**config.mk**
```make
export PLATFORM = sky130hd
export DESIGN_NAME = fqsa_ram
export DESIGN_NICKNAME = d
export VERILOG_FILES = /design/src/rtl/feedback_queue_scheduler_ageing_assert.svh /design/src/rtl/fqsa_ram.sv
export SDC_FILE = /design/constraint.sdc
export NUM_CORES = 1
export LEC_CHECK = 0
export BUFFER_PORTS_ARGS = -buffer_cell sky130_fd_sc_hd__buf_2
export CAP_MARGIN = 20
export CORE_MARGIN = 3
export CORE_UTILIZATION = 57
export CTS_BUF_LIST = sky130_fd_sc_hd__clkbuf_2 sky130_fd_sc_hd__clkbuf_4 sky130_fd_sc_hd__clkbuf_8
export DETAILED_ROUTE_END_ITERATION = 8
export PLACE_DENSITY = 0.84
export SLEW_MARGIN = 25
export SYNTH_ARGS = -nofsm -noshare
export SYNTH_HDL_FRONTEND = slang
export SYNTH_SLANG_ARGS = --single-unit
```
**constraint.sdc**
```tcl
create_clock -name clock -period 1.8 [get_ports clock]
set_input_delay 0.36 -clock clock [delete_from_list [all_inputs] [get_ports clock]]
set_output_delay 0.36 -clock clock [all_outputs]
set_load 0.1 [all_outputs]
```
**src/rtl/feedback_queue_scheduler_ageing_assert.svh**
```systemverilog
// Assertion macros for the feedback queue scheduler.
// Uses the clock and reset names of the including module.
`ifndef FEEDBACK_QUEUE_SCHEDULER_AGEING_ASSERT_SVH
`define FEEDBACK_QUEUE_SCHEDULER_AGEING_ASSERT_SVH

// cond must hold at every edge out of reset
`define FQSA_ASSERT_ALWAYS(label, cond, msg) \
   label: assert property (@(posedge clock) disable iff (reset) (cond)) \
      else $error(msg);

// ante implies cons at the same edge
`define FQSA_ASSERT_IMPLY(label, ante, cons, msg) \
   label: assert property (@(posedge clock) disable iff (reset) (ante) |-> (cons)) \
      else $error(msg);

`endif

```
**src/rtl/fqsa_ram.sv**
```systemverilog
// Generic single write port, single read port RAM with registered read.
// No dependencies.
`timescale 1ns / 1ps

module fqsa_ram #(
   parameter int WIDTH  = 8,
   parameter int DEPTH  = 16,
   parameter int ADDR_W = $clog2(DEPTH)
) (
   input  logic              clock,
   input  logic              wr_en,
   input  logic [ADDR_W-1:0] wr_addr,
   input  logic [WIDTH-1:0]  wr_data,
   input  logic [ADDR_W-1:0] rd_addr,
   output logic [WIDTH-1:0]  rd_data
);

   logic [WIDTH-1:0] mem_ff [DEPTH];
   logic [WIDTH-1:0] rd_data_ff;

   always_ff @(posedge clock) begin
      if (wr_en) begin
         mem_ff[wr_addr] <= wr_data;
      end
      rd_data_ff <= mem_ff[rd_addr];
   end

   assign rd_data = rd_data_ff;

endmodule

```
After elaboration in Yosys (flattened, before gate mapping):

Memory sizes are Yosys's and may differ from the RTL's. A register that Yosys moved wholly into a read port is not among the register bits.
Index checks and enable logic that the tools add are counted.
Widths: inputs -> output; s select.

* mux-type cells: 2
* equal/unequal tests: 0
* div/mod/pow operators: 0
* shift-type cells: 0
* add/sub/neg operators: 0
* bitwise logic cells: 0
* $mul: 0
* reduce and logical (&&, ||, !) cells: 0
* $lt $le $gt $ge: 0

Operator list (count)
* $mux 1: 2

* input bits: 18
* register bits after elaboration: 0
* memory bits (read-only): 0
* bits in writable memories: 128
* latch bits: 0
* memories kept: 1

Memories
* mem_ff: depth 16, bits a word 8, rd ports 1, clocked after memory_dff 1, wr ports 1, RTL line fqsa_ram.sv:18 `logic [WIDTH-1:0] mem_ff [DEPTH];`

Longest topological paths before layout:

* depth after elaboration: 2
* mapped depth: 5
* mapped depth without buffers: 3

Least setup slack after synthesis:

OpenSTA, ideal clock, no wires.

* kind: input port to flip-flop
* from: in wr_addr[2]
* to: mem mem_ff[0][0] (enable)
* setup time: 383 ps
* arrival: 1470 ps
* path buffers: 0
* stages: 2
* setup slack: -53 ps
* cells stage by stage: or3b_2 nor3_1

RTL lines
* start, declared: RTL line fqsa_ram.sv:12 `input logic [ADDR_W-1:0] wr_addr,`
* end, declared: RTL line fqsa_ram.sv:18

No word-level cell before the write port.

Final worst setup path:

* from: reg rd_data_ff[7], in the netlist rd_data[7], read port of mem_ff
* to: out rd_data[7]

RTL lines
* start, declared: RTL line fqsa_ram.sv:19 `logic [WIDTH-1:0] rd_data_ff;`
* end, declared: RTL line fqsa_ram.sv:15 `output logic [WIDTH-1:0] rd_data`

No word-level cell between the ends.

==> results list <==
- Largest net degree at the start of global routing: 33
- The worst setup path is launched from a flop.
- Summed over all nets, the switching power comes to ~1400 µW.
- Origin of the worst min-delay path: wr_data[2]
- During I/O placement, the number of pins put on the boundary was 26.
* Source-to-sink clock delay at the later pin of the worst-skew pair: between 400 and 500 ps
- Rows: 34
* Buffer depth of the longest clock path: 2
- The cell sitting at the root of the clock tree is a sky130_fd_sc_hd__clkbuf_8.
* Fin crit share: between 80 and 90%
- Critical path endpoint category: output pin
- After clock tree synthesis, the clock-pin slew on the worst setup and hold paths is approximately 70 ps.
- For the worst setup path, the data arrival time is approximately 1200 ps.
- Detailed routing inserted a total of roughly 2500 vias.
- Register bit total from synthesis: 136
* Critical R2R Launch: mem_ff[2][5]$_DFFE_PP_
* Quantity of hold-fixing buffers added after cts: 0
- GR Util All Layers: just over 20%
- TritonCTS built the clock tree.
- Measured against its own limit, the worst slew margin works out to roughly 66%.
* Clock period minus final worst setup slack: approximately 1600 ps
- Number of cell instances on the worst register-to-register path: 3
- Count of buffers from port buffering: 25
- Fill cell count: approximately 560
* Final-layout setup total negative slack: 0 ps
* Critical path depth in cells: 1
- DIE AREA: 10200 µm²
- Initial Util: approximately three fifths
- In this run, CTS created clock tree buffers numbering 17.
- In this run the vertical extent of the chip is 101 µm.
- IR analysis of the VDD net gives a maximum drop of slightly above 0.0006 V.
- The number of antenna violations at the first check in global routing is 0.
- Buffers plus inverters on the worst setup path: 1
- On the worst path, the slowest cell contributes a delay of 450 ps.
- Number of resized instances in the post-cts repair step: 0
- The internal power of the cells totals around 5000 µW.
* Synthesized instance count: 229
* Placeable core region: between 8000 and 9000 µm²
- Switching share of total power: a little over a fifth
* Average instance area after synthesis: 22.5 µm²
- For the worst setup path, the data required time is 1440 ps.
* Min-delay worst type: input pin to flop
- The post-route netlist has between 30% and 40% of its cells at a drive strength greater than 1.
- The run finished with clean final reports.
- Weighted congestion at the end of routability-driven global placement: approximately 0.75
- The count of final hold-check violations is 0.
* Part of the power in the clock network: between 30% and 40%
- The clock arrives with 4.66 ps of skew.
- For this block, the initial DRC count from the detailed router was 137.
- The analysis attributes to cell leakage a power of roughly 0.0020 µW.
* Number of pins with negative max-slew slack in the final report: 0
* Post-CTS Repair Setup Buffers: 0
- Horiz. Die Dim: between 100 and 150 µm
* R2r endpoint: rd_data[5]$_DFF_P_
- Seq/Total Area, Yosys: approximately 78%
* Router iterations before antenna repair: 4
- Slew of the pin with the lowest slew margin: around 510 ps
- Worst reg2reg setup slack: approximately 460 ps
- Sequential Power Share: between 50% and 60%
- Highest fanout seen on the critical path: 1
- Sinks on the clock net: 136
* Instance count along the most critical hold path: 1
- Number of warnings reported in the yosys synthesis log: 0
* Crit path kind: flop to output pin
- DRC violations left: 0
* Setup violation total in the final timing report: 0
* Sum of routed wire length over all layers: between 9000 and 10000 µm
- Number of levels the H-tree was split into: 4
* Cell Area, Synth: between 5000 and 6000 µm²
- The number of nets handed over by synthesis was 247.
- Cell at the slowest stage of the critical path: sky130_fd_sc_hd__buf_2
* Top Family by Delay on Critical Path: buffers and inverters
- Maximum operating frequency: 636 MHz
- The worst hold path terminates at mem_ff[4][2]$_DFFE_PP_.
* Power density over cell area: 1090 nW/µm²
- Number of nets in the layout: a little over 300
- Global-route wire length before repair: about 14000 µm
- In the final routed layout, each cell accounts on average for approximately 23 µm.
- Layout-stage area growth over the synthesis result: 15.1%
* Fraction of power consumed by combinational cells: ~7.5%
- Cells along the critical path: buf_2
- Setup repair after global routing left no endpoint under its margin.
- Total congestion overflow: 0
- Distinct cell type count of the synthesized netlist: 19
- Across the run, the number of max-cap violations was 0.
- The number of antenna diodes in the final layout is 0.
* Via count of the first global-routing pass: 2585
- Total power after layout: 6450 µW
- The count of nets left with antenna violations once routing finished came out at 0.
* Post-DR vias/cell: ~6.1
* Hpwl dp: roughly 6000 µm
[Yosys cell counts]
cell / count / area share, %
sky130_fd_sc_hd__edfxtp_1: 128 / 75
sky130_fd_sc_hd__mux4_2: 18 / 7.9
sky130_fd_sc_hd__a22oi_1: 16 / 2.3
sky130_fd_sc_hd__mux4_1: 14 / 7.1
sky130_fd_sc_hd__nor2_1: 13 / 0.95
sky130_fd_sc_hd__nand2_1: 9 / 0.66
sky130_fd_sc_hd__dfxtp_1: 8 / 3.1
sky130_fd_sc_hd__nor3_1: 4 / 0.39
sky130_fd_sc_hd__buf_2: 3 / 0.29
sky130_fd_sc_hd__buf_6: 3 / 0.66
sky130_fd_sc_hd__clkdlybuf4s25_2: 3 / 0.58
sky130_fd_sc_hd__nand2b_1: 2 / 0.24
sky130_fd_sc_hd__nand3b_1: 2 / 0.29
sky130_fd_sc_hd__and2_1: 1 / 0.12
sky130_fd_sc_hd__and2b_1: 1 / 0.15
sky130_fd_sc_hd__buf_4: 1 / 0.15
sky130_fd_sc_hd__nand3_1: 1 / 0.097
sky130_fd_sc_hd__nor2b_1: 1 / 0.12
sky130_fd_sc_hd__or3b_2: 1 / 0.17
[layout by cell type, fill, tap and decap left out, types with 3 or more instances in the layout]
| master | synthesis | final |
|---|---|---|
| sky130_fd_sc_hd__mux4_1 | 14 | 14 |
| sky130_fd_sc_hd__buf_4 | 1 | 19 |
| sky130_fd_sc_hd__mux4_2 | 18 | 18 |
| sky130_fd_sc_hd__clkbuf_8 | 0 | 17 |
| sky130_fd_sc_hd__bufinv_16 | 0 | 3 |
| sky130_fd_sc_hd__a22oi_1 | 16 | 16 |
| sky130_fd_sc_hd__nor2_1 | 13 | 13 |
| sky130_fd_sc_hd__dfxtp_1 | 8 | 8 |
| sky130_fd_sc_hd__buf_12 | 0 | 3 |
| sky130_fd_sc_hd__edfxtp_1 | 128 | 128 |
| sky130_fd_sc_hd__nand2_1 | 9 | 9 |
| sky130_fd_sc_hd__nor3_1 | 4 | 3 |
| sky130_fd_sc_hd__buf_2 | 3 | 25 |
| sky130_fd_sc_hd__clkinv_2 | 0 | 6 |
[cells by family after synthesis]
family / count (synthesis) / synth area share [%]
flops: 136 / 77.8
mux: 32 / 15.0
simple gates: 35 / 3.18
buf+inv: 10 / 1.68
compound gates: 16 / 2.33
[sequential cells by signal, summed over array words and instances (netlist names)]
| register | flops |
|---|---|
| rd_data | 8 |
| mem_ff | 128 |
[worst max path at each step]
stage	from	endpoint
floorplan	wr_addr[2]	mem_ff[3][0]$_DFFE_PP_
global placement	rd_addr[0]	rd_data[1]$_DFF_P_
detailed placement	rd_addr[0]	rd_data[1]$_DFF_P_
CTS	rd_data[7]$_DFF_P_	rd_data[7]
global route	rd_data[7]$_DFF_P_	rd_data[7]
finish	rd_data[7]$_DFF_P_	rd_data[7]
[area by class of cell]
class / count / area [µm²] / area share (%)
clock buffers: 17 / 234 / 3.95
multi-input cells: 83 / 1060 / 17.9
clock inverters: 15 / 160 / 2.70
well taps: 108 / 135 / 2.28
repair buffers: 47 / 328 / 5.53
flip-flops and latches: 136 / 4000 / 67.6
[per-layer routing]
| metal | track usage, % | share of wire, % | vias to the layer above |
|---|---|---|---|
| met4 | 7.57 | 1.1 | 0 |
| met5 | 0 | 0 | - |
| met3 | 6.23 | 6.4 | 8 |
| met2 | 32.5 | 52 | 99 |
| met1 | 26.3 | 40 | 1283 |
| li1 | - | - | 1080 |
[metrics by stage]
stage | hold WS (ps) | util, % | setup WS [ps] | instances | cell area, µm²
global route | 306 | 67.6 | 170 | 406 | 5920
global placement | 652 | 63.1 | 56.0 | 374 | 5530
detailed placement | 661 | 63.1 | 46.3 | 374 | 5530
floorplan | 459 | - | 174 | 229 | 5150
CTS | 293 | 67.6 | 187 | 406 | 5920
finish | 325 | 67.6 | 228 | 406 | 5920
[power by group through the flow]
stage,Clock [µW],Sequential [µW],Combinational [µW]
3_5_place_dp,0,3630,490
3_3_place_gp,0,3620,474
6_report,2410,3560,487
4_1_cts,2470,3560,492
2_1_floorplan,0,3780,180
5_1_grt,2630,3560,514
Power figures use the tool's default switching activity.
